$ cat src/hdl/lngt_pkg.sv
// shared constants and types for the lane nearest-vehicle gap tracker
`timescale 1ns / 1ps
`default_nettype none
package lngt_pkg;

	// field widths
	localparam int VelW     = 16;
	localparam int SpeedW   = 16;
	localparam int SW       = 20;
	localparam int PosW     = 21;
	localparam int DW       = 12;
	localparam int LaneW    = 2;
	localparam int HorizonW = 6;
	localparam int GapW     = 16;
	localparam int ResW     = 17;
	localparam int RadW     = 2 * SpeedW;

	// horizon saturation; HsatW covers the full range of the limit
	localparam int MAX_HORIZON = 63;
	localparam int HsatW       = 8;

	// lane bands are 256 units wide, so the band index is d from bit 8 up
	localparam int LaneShift = 8;
	localparam int BandW     = DW - LaneShift;
	localparam logic [LaneW-1:0] RightmostLane = 2'd2;

	// shared multiplier
	localparam int MulW  = 22;
	localparam int ProdW = 2 * MulW;

	// floor(x/200) = floor((x >> 3) / 25), the /25 by reciprocal, exact below 2^21
	localparam int DivPreShift = 3;
	localparam int RecipShift  = 26;
	localparam logic [MulW-1:0] RecipMul = 22'd2684355;
	localparam int QuotW = 17;

	// trackers
	localparam int NTrack         = 5;
	localparam int TrkAhead       = 0;
	localparam int TrkLeftAhead   = 1;
	localparam int TrkLeftBehind  = 2;
	localparam int TrkRightAhead  = 3;
	localparam int TrkRightBehind = 4;
	localparam logic [GapW-1:0] GAP_LIMIT = 16'd64000;

	typedef logic signed [ResW-1:0] res_t;

	typedef struct packed {
		logic clr;
		logic upd;
	} trk_ctl_t;

endpackage
`default_nettype wire

$ cat src/hdl/lngt_if.sv
// handshake channels for vehicle items and result items
`timescale 1ns / 1ps
`default_nettype none
interface lngt_in_if;
	logic                        valid;
	logic                        ready;
	logic                        first;
	logic                        last;
	logic [1:0]                  ego_lane;
	logic [5:0]                  horizon_steps;
	logic [20:0]                 ego_s;
	logic signed [15:0]          obj_vx;
	logic signed [15:0]          obj_vy;
	logic [19:0]                 obj_s;
	logic [11:0]                 obj_d;

	modport source (
		output valid, first, last, ego_lane, horizon_steps, ego_s,
		output obj_vx, obj_vy, obj_s, obj_d,
		input  ready
	);
	modport sink (
		input  valid, first, last, ego_lane, horizon_steps, ego_s,
		input  obj_vx, obj_vy, obj_s, obj_d,
		output ready
	);
endinterface

interface lngt_out_if;
	logic               valid;
	logic               ready;
	logic signed [16:0] ahead_gap;
	logic signed [16:0] ahead_speed;
	logic signed [16:0] left_ahead_gap;
	logic signed [16:0] left_ahead_speed;
	logic signed [16:0] left_behind_gap;
	logic signed [16:0] left_behind_speed;
	logic signed [16:0] right_ahead_gap;
	logic signed [16:0] right_ahead_speed;
	logic signed [16:0] right_behind_gap;
	logic signed [16:0] right_behind_speed;

	modport source (
		output valid, ahead_gap, ahead_speed, left_ahead_gap, left_ahead_speed,
		output left_behind_gap, left_behind_speed, right_ahead_gap, right_ahead_speed,
		output right_behind_gap, right_behind_speed,
		input  ready
	);
	modport sink (
		input  valid, ahead_gap, ahead_speed, left_ahead_gap, left_ahead_speed,
		input  left_behind_gap, left_behind_speed, right_ahead_gap, right_ahead_speed,
		input  right_behind_gap, right_behind_speed,
		output ready
	);
endinterface
`default_nettype wire

$ cat src/hdl/lane_nearest_vehicle_gap_tracker.sv
// top level: item sequencer around the shared multiplier, square root and trackers
//
// Takes one tracked vehicle per item and keeps the nearest vehicle ahead in the
// ego lane and ahead and behind in the left and right neighbor lanes, with a
// gap below 64000. Speed is floor(sqrt(vx^2 + vy^2)) and the predicted position
// adds floor(speed * horizon / 200). An item with first set clears the trackers
// before use; an item with last set produces one result item with the five
// gaps and speeds, -1 where no vehicle was found. Each vehicle goes through the
// squares, a wait on the bit-serial square-root unit, the speed-times-horizon
// product, the division by 200 (a reciprocal multiply) and the tracker update
// before the next item can be taken; the squares, the product and the division
// go through one shared multiplier. An item with last set then goes through an
// emit step that copies the trackers into the output register, and stays there
// while the previous result item has not been taken; the next item can be
// accepted while the new result waits.
`timescale 1ns / 1ps
`default_nettype none
module lane_nearest_vehicle_gap_tracker (
	input  wire logic  clk,
	input  wire logic  arst_n,
	lngt_in_if.sink    veh,
	lngt_out_if.source res
);

	typedef enum logic [3:0] {
		S_IDLE,
		S_SQX,
		S_SQY,
		S_SUM,
		S_ROOT,
		S_MULH,
		S_MULR,
		S_UPD,
		S_EMIT
	} state_t;

	state_t state_q;

	logic                            last_q;
	logic [lngt_pkg::LaneW-1:0]      lane_q;
	logic [lngt_pkg::HsatW-1:0]      h_q;
	logic [lngt_pkg::PosW-1:0]       ego_q;
	logic [lngt_pkg::VelW-1:0]       vxa_q;
	logic [lngt_pkg::VelW-1:0]       vya_q;
	logic [lngt_pkg::SW-1:0]         s_q;
	logic [lngt_pkg::DW-1:0]         d_q;
	logic [lngt_pkg::RadW-1:0]       sqx_q;
	logic                            ovalid_q;
	lngt_pkg::res_t                  ogap_q [lngt_pkg::NTrack];
	lngt_pkg::res_t                  ospd_q [lngt_pkg::NTrack];

	logic                            accept;
	logic                            out_free;
	logic [lngt_pkg::VelW-1:0]       vxa;
	logic [lngt_pkg::VelW-1:0]       vya;
	logic [lngt_pkg::HsatW-1:0]      h_ext;
	logic [lngt_pkg::HsatW-1:0]      h_sat;
	logic [lngt_pkg::MulW-1:0]       mul_a;
	logic [lngt_pkg::MulW-1:0]       mul_b;
	logic [lngt_pkg::ProdW-1:0]      prod;
	logic [lngt_pkg::RadW-1:0]       radicand;
	logic                            sq_done;
	logic [lngt_pkg::SpeedW-1:0]     speed;
	logic [lngt_pkg::QuotW-1:0]      quot;
	logic [lngt_pkg::PosW-1:0]       pred;
	lngt_pkg::trk_ctl_t              trk_ctl;
	lngt_pkg::res_t                  trk_gap [lngt_pkg::NTrack];
	lngt_pkg::res_t                  trk_spd [lngt_pkg::NTrack];

	assign veh.ready = (state_q == S_IDLE);
	assign accept    = veh.valid && veh.ready;
	assign out_free  = !ovalid_q || res.ready;

	// magnitudes; the most negative value maps to 32768, still 16 bits
	always_comb begin
		vxa   = veh.obj_vx[lngt_pkg::VelW-1] ? lngt_pkg::VelW'(-veh.obj_vx) : veh.obj_vx;
		vya   = veh.obj_vy[lngt_pkg::VelW-1] ? lngt_pkg::VelW'(-veh.obj_vy) : veh.obj_vy;
		h_ext = lngt_pkg::HsatW'(veh.horizon_steps);
		h_sat = (h_ext > lngt_pkg::HsatW'(lngt_pkg::MAX_HORIZON)) ?
			lngt_pkg::HsatW'(lngt_pkg::MAX_HORIZON) : h_ext;
	end

	// multiplier operand select per sequencer step
	always_comb begin
		case (state_q)
			S_SQX: begin
				mul_a = lngt_pkg::MulW'(vxa_q);
				mul_b = lngt_pkg::MulW'(vxa_q);
			end
			S_SQY: begin
				mul_a = lngt_pkg::MulW'(vya_q);
				mul_b = lngt_pkg::MulW'(vya_q);
			end
			S_MULH: begin
				mul_a = lngt_pkg::MulW'(speed);
				mul_b = lngt_pkg::MulW'(h_q);
			end
			S_MULR: begin
				mul_a = lngt_pkg::MulW'(prod[lngt_pkg::DivPreShift +: lngt_pkg::MulW-1]);
				mul_b = lngt_pkg::RecipMul;
			end
			default: begin
				mul_a = '0;
				mul_b = '0;
			end
		endcase
	end

	lngt_mul u_mul (
		.clk (clk),
		.a   (mul_a),
		.b   (mul_b),
		.p_q (prod)
	);

	assign radicand = sqx_q + prod[lngt_pkg::RadW-1:0];

	lngt_sqrt u_sqrt (
		.clk      (clk),
		.arst_n   (arst_n),
		.start    (state_q == S_SUM),
		.radicand (radicand),
		.done     (sq_done),
		.root     (speed)
	);

	always_comb begin
		quot        = prod[lngt_pkg::RecipShift +: lngt_pkg::QuotW];
		pred        = lngt_pkg::PosW'(s_q) + lngt_pkg::PosW'(quot);
		trk_ctl.clr = accept && veh.first;
		trk_ctl.upd = (state_q == S_UPD);
	end

	lngt_track u_track (
		.clk     (clk),
		.arst_n  (arst_n),
		.ctl     (trk_ctl),
		.lane    (lane_q),
		.d       (d_q),
		.ego     (ego_q),
		.pred    (pred),
		.speed   (speed),
		.gap_out (trk_gap),
		.spd_out (trk_spd)
	);

	always_ff @(posedge clk or negedge arst_n) begin
		if (!arst_n) begin
			state_q  <= S_IDLE;
			last_q   <= 1'b0;
			lane_q   <= '0;
			h_q      <= '0;
			ego_q    <= '0;
			vxa_q    <= '0;
			vya_q    <= '0;
			s_q      <= '0;
			d_q      <= '0;
			sqx_q    <= '0;
			ovalid_q <= 1'b0;
			for (int i = 0; i < lngt_pkg::NTrack; i++) begin
				ogap_q[i] <= '0;
				ospd_q[i] <= '0;
			end
		end else begin
			// in the emit step the output register is reloaded instead
			if (ovalid_q && res.ready && state_q != S_EMIT) begin
				ovalid_q <= 1'b0;
			end
			case (state_q)
				S_IDLE: begin
					if (accept) begin
						last_q  <= veh.last;
						lane_q  <= veh.ego_lane;
						h_q     <= h_sat;
						ego_q   <= veh.ego_s;
						vxa_q   <= vxa;
						vya_q   <= vya;
						s_q     <= veh.obj_s;
						d_q     <= veh.obj_d;
						state_q <= S_SQX;
					end
				end
				S_SQX: state_q <= S_SQY;
				S_SQY: begin
					sqx_q   <= prod[lngt_pkg::RadW-1:0];
					state_q <= S_SUM;
				end
				S_SUM: state_q <= S_ROOT;
				S_ROOT: begin
					if (sq_done) begin
						state_q <= S_MULH;
					end
				end
				S_MULH: state_q <= S_MULR;
				S_MULR: state_q <= S_UPD;
				S_UPD: state_q <= last_q ? S_EMIT : S_IDLE;
				S_EMIT: begin
					// wait for the output register to free up
					if (out_free) begin
						for (int i = 0; i < lngt_pkg::NTrack; i++) begin
							ogap_q[i] <= trk_gap[i];
							ospd_q[i] <= trk_spd[i];
						end
						ovalid_q <= 1'b1;
						state_q  <= S_IDLE;
					end
				end
				default: state_q <= S_IDLE;
			endcase
		end
	end

	assign res.valid              = ovalid_q;
	assign res.ahead_gap          = ogap_q[lngt_pkg::TrkAhead];
	assign res.ahead_speed        = ospd_q[lngt_pkg::TrkAhead];
	assign res.left_ahead_gap     = ogap_q[lngt_pkg::TrkLeftAhead];
	assign res.left_ahead_speed   = ospd_q[lngt_pkg::TrkLeftAhead];
	assign res.left_behind_gap    = ogap_q[lngt_pkg::TrkLeftBehind];
	assign res.left_behind_speed  = ospd_q[lngt_pkg::TrkLeftBehind];
	assign res.right_ahead_gap    = ogap_q[lngt_pkg::TrkRightAhead];
	assign res.right_ahead_speed  = ospd_q[lngt_pkg::TrkRightAhead];
	assign res.right_behind_gap   = ogap_q[lngt_pkg::TrkRightBehind];
	assign res.right_behind_speed = ospd_q[lngt_pkg::TrkRightBehind];

endmodule
`default_nettype wire

$ cat src/hdl/lngt_mul.sv
// shared unsigned multiplier with registered product
`timescale 1ns / 1ps
`default_nettype none
module lngt_mul (
	input  wire logic                        clk,
	input  wire logic [lngt_pkg::MulW-1:0]   a,
	input  wire logic [lngt_pkg::MulW-1:0]   b,
	output logic      [lngt_pkg::ProdW-1:0]  p_q
);

	always_ff @(posedge clk) begin
		p_q <= lngt_pkg::ProdW'(a) * lngt_pkg::ProdW'(b);
	end

endmodule
`default_nettype wire

$ cat src/hdl/lngt_sqrt.sv
// iterative integer square root, one result bit per cycle
`timescale 1ns / 1ps
`default_nettype none
module lngt_sqrt (
	input  wire logic                         clk,
	input  wire logic                         arst_n,
	input  wire logic                         start,
	input  wire logic [lngt_pkg::RadW-1:0]    radicand,
	output logic                              done,
	output logic      [lngt_pkg::SpeedW-1:0]  root
);

	localparam int RemW = lngt_pkg::SpeedW + 1;
	localparam int CntW = $clog2(lngt_pkg::SpeedW);

	logic [lngt_pkg::RadW-1:0]   rad_q;
	logic [RemW-1:0]             rem_q;
	logic [lngt_pkg::SpeedW-1:0] root_q;
	logic [CntW-1:0]             cnt_q;
	logic                        busy_q;
	logic                        done_q;

	logic [RemW+1:0]             rem_sh;
	logic [RemW:0]               trial;
	logic                        ge;
	logic [RemW+1:0]             rem_diff;

	// bring down two radicand bits, try subtracting 4*root+1
	always_comb begin
		rem_sh   = {rem_q, rad_q[lngt_pkg::RadW-1 -: 2]};
		trial    = {root_q, 2'b01};
		ge       = rem_sh >= {1'b0, trial};
		rem_diff = rem_sh - {1'b0, trial};
	end

	always_ff @(posedge clk or negedge arst_n) begin
		if (!arst_n) begin
			rad_q  <= '0;
			rem_q  <= '0;
			root_q <= '0;
			cnt_q  <= '0;
			busy_q <= 1'b0;
			done_q <= 1'b0;
		end else if (start) begin
			rad_q  <= radicand;
			rem_q  <= '0;
			root_q <= '0;
			cnt_q  <= '0;
			busy_q <= 1'b1;
			done_q <= 1'b0;
		end else if (busy_q) begin
			rad_q  <= {rad_q[lngt_pkg::RadW-3:0], 2'b00};
			rem_q  <= ge ? rem_diff[RemW-1:0] : rem_sh[RemW-1:0];
			root_q <= {root_q[lngt_pkg::SpeedW-2:0], ge};
			cnt_q  <= cnt_q + 1'b1;
			if (cnt_q == CntW'(lngt_pkg::SpeedW - 1)) begin
				busy_q <= 1'b0;
				done_q <= 1'b1;
			end
		end
	end

	assign done = done_q;
	assign root = root_q;

endmodule
`default_nettype wire

$ cat src/hdl/lngt_track.sv
// five nearest-vehicle trackers: lane tests, gap compare and update
`timescale 1ns / 1ps
`default_nettype none
module lngt_track (
	input  wire logic                          clk,
	input  wire logic                          arst_n,
	input  wire lngt_pkg::trk_ctl_t            ctl,
	input  wire logic [lngt_pkg::LaneW-1:0]    lane,
	input  wire logic [lngt_pkg::DW-1:0]       d,
	input  wire logic [lngt_pkg::PosW-1:0]     ego,
	input  wire logic [lngt_pkg::PosW-1:0]     pred,
	input  wire logic [lngt_pkg::SpeedW-1:0]   speed,
	output lngt_pkg::res_t                     gap_out [lngt_pkg::NTrack],
	output lngt_pkg::res_t                     spd_out [lngt_pkg::NTrack]
);

	logic [lngt_pkg::GapW-1:0]   best_gap_q [lngt_pkg::NTrack];
	logic [lngt_pkg::SpeedW-1:0] best_spd_q [lngt_pkg::NTrack];
	logic [lngt_pkg::NTrack-1:0] found_q;

	logic [lngt_pkg::BandW-1:0]  band;
	logic [lngt_pkg::BandW-1:0]  lane_b;
	logic                        d_nz;
	logic                        in_ego;
	logic                        in_left;
	logic                        in_right;
	logic                        is_ahead;
	logic                        is_behind;
	logic [lngt_pkg::PosW-1:0]   gap_a;
	logic [lngt_pkg::PosW-1:0]   gap_b;
	logic [lngt_pkg::NTrack-1:0] en;
	logic [lngt_pkg::NTrack-1:0] take;
	logic [lngt_pkg::PosW-1:0]   gap [lngt_pkg::NTrack];

	// band k holds 256k < d < 256k+256, both ends open
	always_comb begin
		band      = d[lngt_pkg::DW-1:lngt_pkg::LaneShift];
		lane_b    = lngt_pkg::BandW'(lane);
		d_nz      = d[lngt_pkg::LaneShift-1:0] != '0;
		in_ego    = d_nz && (band == lane_b);
		in_left   = d_nz && (lane != '0) && (band == lane_b - 1'b1);
		in_right  = d_nz && (lane < lngt_pkg::RightmostLane) && (band == lane_b + 1'b1);
		is_ahead  = pred > ego;
		is_behind = pred < ego;
		gap_a     = pred - ego;
		gap_b     = ego - pred;

		en[lngt_pkg::TrkAhead]        = in_ego && is_ahead;
		en[lngt_pkg::TrkLeftAhead]    = in_left && is_ahead;
		en[lngt_pkg::TrkLeftBehind]   = in_left && is_behind;
		en[lngt_pkg::TrkRightAhead]   = in_right && is_ahead;
		en[lngt_pkg::TrkRightBehind]  = in_right && is_behind;
		gap[lngt_pkg::TrkAhead]       = gap_a;
		gap[lngt_pkg::TrkLeftAhead]   = gap_a;
		gap[lngt_pkg::TrkLeftBehind]  = gap_b;
		gap[lngt_pkg::TrkRightAhead]  = gap_a;
		gap[lngt_pkg::TrkRightBehind] = gap_b;

		for (int i = 0; i < lngt_pkg::NTrack; i++) begin
			// strict compare keeps the earlier vehicle on a tie
			take[i] = en[i] && (gap[i] < lngt_pkg::PosW'(best_gap_q[i]));
		end
	end

	always_ff @(posedge clk or negedge arst_n) begin
		if (!arst_n) begin
			for (int i = 0; i < lngt_pkg::NTrack; i++) begin
				best_gap_q[i] <= lngt_pkg::GAP_LIMIT;
				best_spd_q[i] <= '0;
			end
			found_q <= '0;
		end else if (ctl.clr) begin
			for (int i = 0; i < lngt_pkg::NTrack; i++) begin
				best_gap_q[i] <= lngt_pkg::GAP_LIMIT;
				best_spd_q[i] <= '0;
			end
			found_q <= '0;
		end else if (ctl.upd) begin
			for (int i = 0; i < lngt_pkg::NTrack; i++) begin
				if (take[i]) begin
					best_gap_q[i] <= gap[i][lngt_pkg::GapW-1:0];
					best_spd_q[i] <= speed;
					found_q[i]    <= 1'b1;
				end
			end
		end
	end

	always_comb begin
		for (int i = 0; i < lngt_pkg::NTrack; i++) begin
			gap_out[i] = found_q[i] ? lngt_pkg::res_t'({1'b0, best_gap_q[i]}) : '1;
			spd_out[i] = found_q[i] ? lngt_pkg::res_t'({1'b0, best_spd_q[i]}) : '1;
		end
	end

endmodule
`default_nettype wire
$ cat src/flat_wrapper.sv
// flat-port wrapper written by rule: the top's interface ports become plain ports
module lane_nearest_vehicle_gap_tracker_flat 
  (clk, arst_n, veh_valid, veh_first, veh_last, veh_ego_lane, veh_horizon_steps, veh_ego_s, veh_obj_vx, veh_obj_vy, veh_obj_s, veh_obj_d, veh_ready, res_valid, res_ahead_gap, res_ahead_speed, res_left_ahead_gap, res_left_ahead_speed, res_left_behind_gap, res_left_behind_speed, res_right_ahead_gap, res_right_ahead_speed, res_right_behind_gap, res_right_behind_speed, res_ready);
  lngt_in_if veh_i ();
  lngt_out_if res_i ();
  input  wire logic clk;
  input  wire logic arst_n;
  input wire logic [$bits(veh_i.valid)-1:0] veh_valid;
  input wire logic [$bits(veh_i.first)-1:0] veh_first;
  input wire logic [$bits(veh_i.last)-1:0] veh_last;
  input wire logic [$bits(veh_i.ego_lane)-1:0] veh_ego_lane;
  input wire logic [$bits(veh_i.horizon_steps)-1:0] veh_horizon_steps;
  input wire logic [$bits(veh_i.ego_s)-1:0] veh_ego_s;
  input wire logic [$bits(veh_i.obj_vx)-1:0] veh_obj_vx;
  input wire logic [$bits(veh_i.obj_vy)-1:0] veh_obj_vy;
  input wire logic [$bits(veh_i.obj_s)-1:0] veh_obj_s;
  input wire logic [$bits(veh_i.obj_d)-1:0] veh_obj_d;
  output wire logic [$bits(veh_i.ready)-1:0] veh_ready;
  output wire logic [$bits(res_i.valid)-1:0] res_valid;
  output wire logic [$bits(res_i.ahead_gap)-1:0] res_ahead_gap;
  output wire logic [$bits(res_i.ahead_speed)-1:0] res_ahead_speed;
  output wire logic [$bits(res_i.left_ahead_gap)-1:0] res_left_ahead_gap;
  output wire logic [$bits(res_i.left_ahead_speed)-1:0] res_left_ahead_speed;
  output wire logic [$bits(res_i.left_behind_gap)-1:0] res_left_behind_gap;
  output wire logic [$bits(res_i.left_behind_speed)-1:0] res_left_behind_speed;
  output wire logic [$bits(res_i.right_ahead_gap)-1:0] res_right_ahead_gap;
  output wire logic [$bits(res_i.right_ahead_speed)-1:0] res_right_ahead_speed;
  output wire logic [$bits(res_i.right_behind_gap)-1:0] res_right_behind_gap;
  output wire logic [$bits(res_i.right_behind_speed)-1:0] res_right_behind_speed;
  input wire logic [$bits(res_i.ready)-1:0] res_ready;
  assign veh_i.valid = veh_valid;
  assign veh_i.first = veh_first;
  assign veh_i.last = veh_last;
  assign veh_i.ego_lane = veh_ego_lane;
  assign veh_i.horizon_steps = veh_horizon_steps;
  assign veh_i.ego_s = veh_ego_s;
  assign veh_i.obj_vx = veh_obj_vx;
  assign veh_i.obj_vy = veh_obj_vy;
  assign veh_i.obj_s = veh_obj_s;
  assign veh_i.obj_d = veh_obj_d;
  assign veh_ready = veh_i.ready;
  assign res_valid = res_i.valid;
  assign res_ahead_gap = res_i.ahead_gap;
  assign res_ahead_speed = res_i.ahead_speed;
  assign res_left_ahead_gap = res_i.left_ahead_gap;
  assign res_left_ahead_speed = res_i.left_ahead_speed;
  assign res_left_behind_gap = res_i.left_behind_gap;
  assign res_left_behind_speed = res_i.left_behind_speed;
  assign res_right_ahead_gap = res_i.right_ahead_gap;
  assign res_right_ahead_speed = res_i.right_ahead_speed;
  assign res_right_behind_gap = res_i.right_behind_gap;
  assign res_right_behind_speed = res_i.right_behind_speed;
  assign res_i.ready = res_ready;
  lane_nearest_vehicle_gap_tracker u_core (.clk(clk), .arst_n(arst_n), .veh(veh_i), .res(res_i));
endmodule
$ cat config.mk
export PLATFORM = sky130hd
export DESIGN_NAME = lane_nearest_vehicle_gap_tracker_flat
export DESIGN_NICKNAME = d
export VERILOG_FILES = /design/src/hdl/lngt_pkg.sv /design/src/hdl/lngt_if.sv /design/src/hdl/lane_nearest_vehicle_gap_tracker.sv /design/src/hdl/lngt_mul.sv /design/src/hdl/lngt_sqrt.sv /design/src/hdl/lngt_track.sv /design/src/flat_wrapper.sv
export SDC_FILE = /design/constraint.sdc
export NUM_CORES = 2
export LEC_CHECK = 0
export ABC_AREA = 1
export BUFFER_PORTS_ARGS = -buffer_cell sky130_fd_sc_hd__buf_2
export CAP_MARGIN = 20
export CORE_AREA = 2 2 421 298
export DETAILED_ROUTE_END_ITERATION = 6
export DIE_AREA = 0 0 423 300
export SLEW_MARGIN = 5
export SYNTH_ARGS = -nofsm -noshare
export SYNTH_HDL_FRONTEND = slang
export SYNTH_SLANG_ARGS = --single-unit
$ cat constraint.sdc
create_clock -name clk -period 16 [get_ports clk]
set_input_delay 3.2 -clock clk [delete_from_list [all_inputs] [get_ports clk]]
set_output_delay 3.2 -clock clk [all_outputs]
set_load 0.005 [all_outputs]
==> impl_metrics.yaml <==
run_status:
  status: "completed"
clocking:
  cts_resized: 0
  clk_latency_ps: 640
  clock_sinks: 575
  cts_tree: "yes"
  cts-hold-fix-buffers: 0
  clockBufferDepth: 3
  clk_pin_slew_ps: 60
  cts_made_buffers: 67
  postCtsSetupBuffers: 0
  cts_root_buf: "clkbuf_16"
  htree_levels: 3
yosys:
  ys.flop_type: "dfrtp_1"
  synth_edf_count: 0
  syn-cell-area_um2: 43900
  synth_area_per_cell_um2: 7.94
  async_flop_share_pct: 92.5
  ys_seq_area_share_pct: 32.3
  synth_seq_cells: 575
  ys_types: 52
  netlist_instances: 5532
  yosysWarnings: 0
setup_path:
  r2r-start: "u_core.state_q[3]"
  arrival_ps: 9190
  reg2regPathDepth: 28
  endpoint: "u_core.u_mul.p_q[41]"
  r2r_slack_ps: 7340
  critPathMaxFanout: 60
  critical_path_class: "flip-flop to flip-flop"
  crit_start: "u_core.state_q[3]"
  startpoint_type: "flip-flop"
  endpoint_kind: "flip-flop"
  slowest_stage: "nor2_1"
  worst_path_largest_cell_delay_ps: 820
  worstPathRequired_ps: 16530
  reg2reg_to: "u_core.u_mul.p_q[41]"
grt:
  grt_pass1_vias: 37100
  antenna_found_initial: 14
  grt.met1_usage_pct: 35.3
  grt_usage_pct: 23.8
  grt_use_met3_pct: 4.17
  grt_busiest_layer: "met2"
  grt_pass1_wl_mm: 231
  grt_max_degree: 143
  grt_remaining_overflow: 0
  grt.met2_usage_pct: 35.6
hold_path:
  worstHoldPathType: "flip-flop to flip-flop"
  min_path_cells: 1
routing:
  drc: 0
  avgRoutedWirePerCell_um: 20.3
  drt_wl_total_mm: 152
  avgViaCountPerCell: 5.04
  drt-pass1-iter-count: 5
  antenna_left: 0
  initialDrtViolationCount: 3724
  vias: 37700
floorplanning:
  rows: 108
  die_w_um: 423
  core_area_um2: 123000
  start_util_pct: 35.7
  die_area_um2: 127000
  io_pins: 271
  fp.dieH_um: 300
cells_and_area:
  final_cell_mix: "nand2_1 (1342), inv_1 (970), dfrtp_1 (502), nor2_1 (496), ha_1 (368)"
  design_area_um2: 49300
  nNetsFinal: 6534
  syn2layout_area_growth_pct: 12.2
  drive_above_1_share_pct: 8.84
  final_common_cell: "nand2_1"
sta:
  slew_headroom_pct: 31.4
  hold_viol: 0
  slew_violations: 0
  finalCritPeriodShare_pct: 54.1
  tns_ps: 0
  rsz0062_at_grt: "no"
  min_period_ps: 8660
  tightest_slew_ps: 1020
  hold_slack_ps: 470
  setup_viol: 0
  fmax_mhz: 116
  finalClockSkew_ps: 22.0
placed_design:
  hpwlAfterDp_mm: 121
  portBuffers: 270
  place_congestion: 0.955
  post_dp_cell_area_um2: 47000
flow_run:
  maxCapViolCount: 0
synthesized netlist by cell type, types with 37 or more instances:
master	count	area share, %
nand2_1	1345	11
inv_1	970	8.3
dfrtp_1	502	29
nor2_1	497	4.2
ha_1	368	10
nand3_1	298	3.4
fa_1	297	14
o21ai_0	284	3.2
a21oi_1	213	2.4
clkbuf_1	100	0.85
xor2_1	84	1.7
a22oi_1	75	1.3
o22ai_1	45	0.64
dfxtp_1	43	2.0
nor3_1	37	0.42
through the flow:
stage / std cells / setup slack (ps) / util (%)
floorplan: 5560 / 9080 / -
finish: 7475 / 7340 / 40.1
global placement: 7348 / 7600 / 38.2
detailed placement: 7349 / 7540 / 38.3
global route: 7475 / 6950 / 40.1
CTS: 7464 / 7510 / 40.0
kinds of logic after synthesis:
kind of cell	count (synthesis)	share of synthesized area (%)
AND/OR/NAND/NOR	2262	21.1
buffers and inverters	1166	10.3
AO/OA/AOI/OAI	738	9.69
adder cells (fa/ha/maj)	665	24.0
flip-flops	575	32.3
XOR/XNOR	113	2.25
multiplexers	11	0.282
other	2	0.0171
final cells by class:
| cell class | instances | area, um^2 |
|---|---|---|
| Clock inverter | 18 | 185 |
| Fill cell | 12700 | 73700 |
| Sequential cell | 575 | 14200 |
| Timing Repair Buffer | 320 | 1770 |
| Clock buffer | 97 | 1990 |
| Inverter | 987 | 3710 |
| Tap cell | 1650 | 2060 |
| Multi-Input combinational cell | 3819 | 25300 |
| Antenna cell | 9 | 22.5 |
state kept, by name (all words and copies together) (netlist names), 17 cells and up:
register and cells:
u_core.u_track.best_gap_q 80, u_core.u_track.best_spd_q 80, u_core.u_mul.p_q 43, u_core.sqx_q 32, u_core.u_sqrt.rad_q 32, u_core.ego_q 21
u_core.s_q 20, u_core.res.ahead_speed 17, u_core.res.left_ahead_speed 17, u_core.res.left_behind_speed 17, u_core.res.right_ahead_gap 17, u_core.res.right_behind_speed 17
u_core.u_sqrt.rem_q 17
worst max-delay path, delay by kind of cell (launching register included):
kind / cells / cell delay (ps)
AOI/OAI and AO/OA: 1 / 210
DFF: 1 / 410
and+or+nand+nor: 9 / 2270
adders and majority gates: 8 / 3620
buffers and inverters: 9 / 1810
xor gates and xnor gates: 1 / 210
layer usage:
| layer | up-vias | part of all wire [%] |
|---|---|---|
| met3 | 190 | 7.0 |
| met2 | 1224 | 43 |
| li1 | 17800 | - |
| met5 | - | 0.027 |
| met4 | 6 | 2.4 |
| met1 | 18500 | 48 |
worst min path at each step:
stage | from | endpoint | slack, ps
floorplan | u_core.vxa_q[15] | u_core.vxa_q[15] | 450
global placement | u_core.u_track.found_q[1] | u_core.res.left_ahead_speed[16] | 460
detailed placement | u_core.u_track.found_q[4] | u_core.res.right_behind_speed[16] | 470
CTS | u_core.u_track.found_q[4] | u_core.res.right_behind_speed[16] | 470
global route | u_core.u_track.found_q[4] | u_core.res.right_behind_speed[16] | 480
finish | u_core.u_track.found_q[4] | u_core.res.right_behind_speed[16] | 470
Power is left out: the tool's default activity adds up to more than one toggle a clock period on the data nets, which glitch-free logic cannot reach.
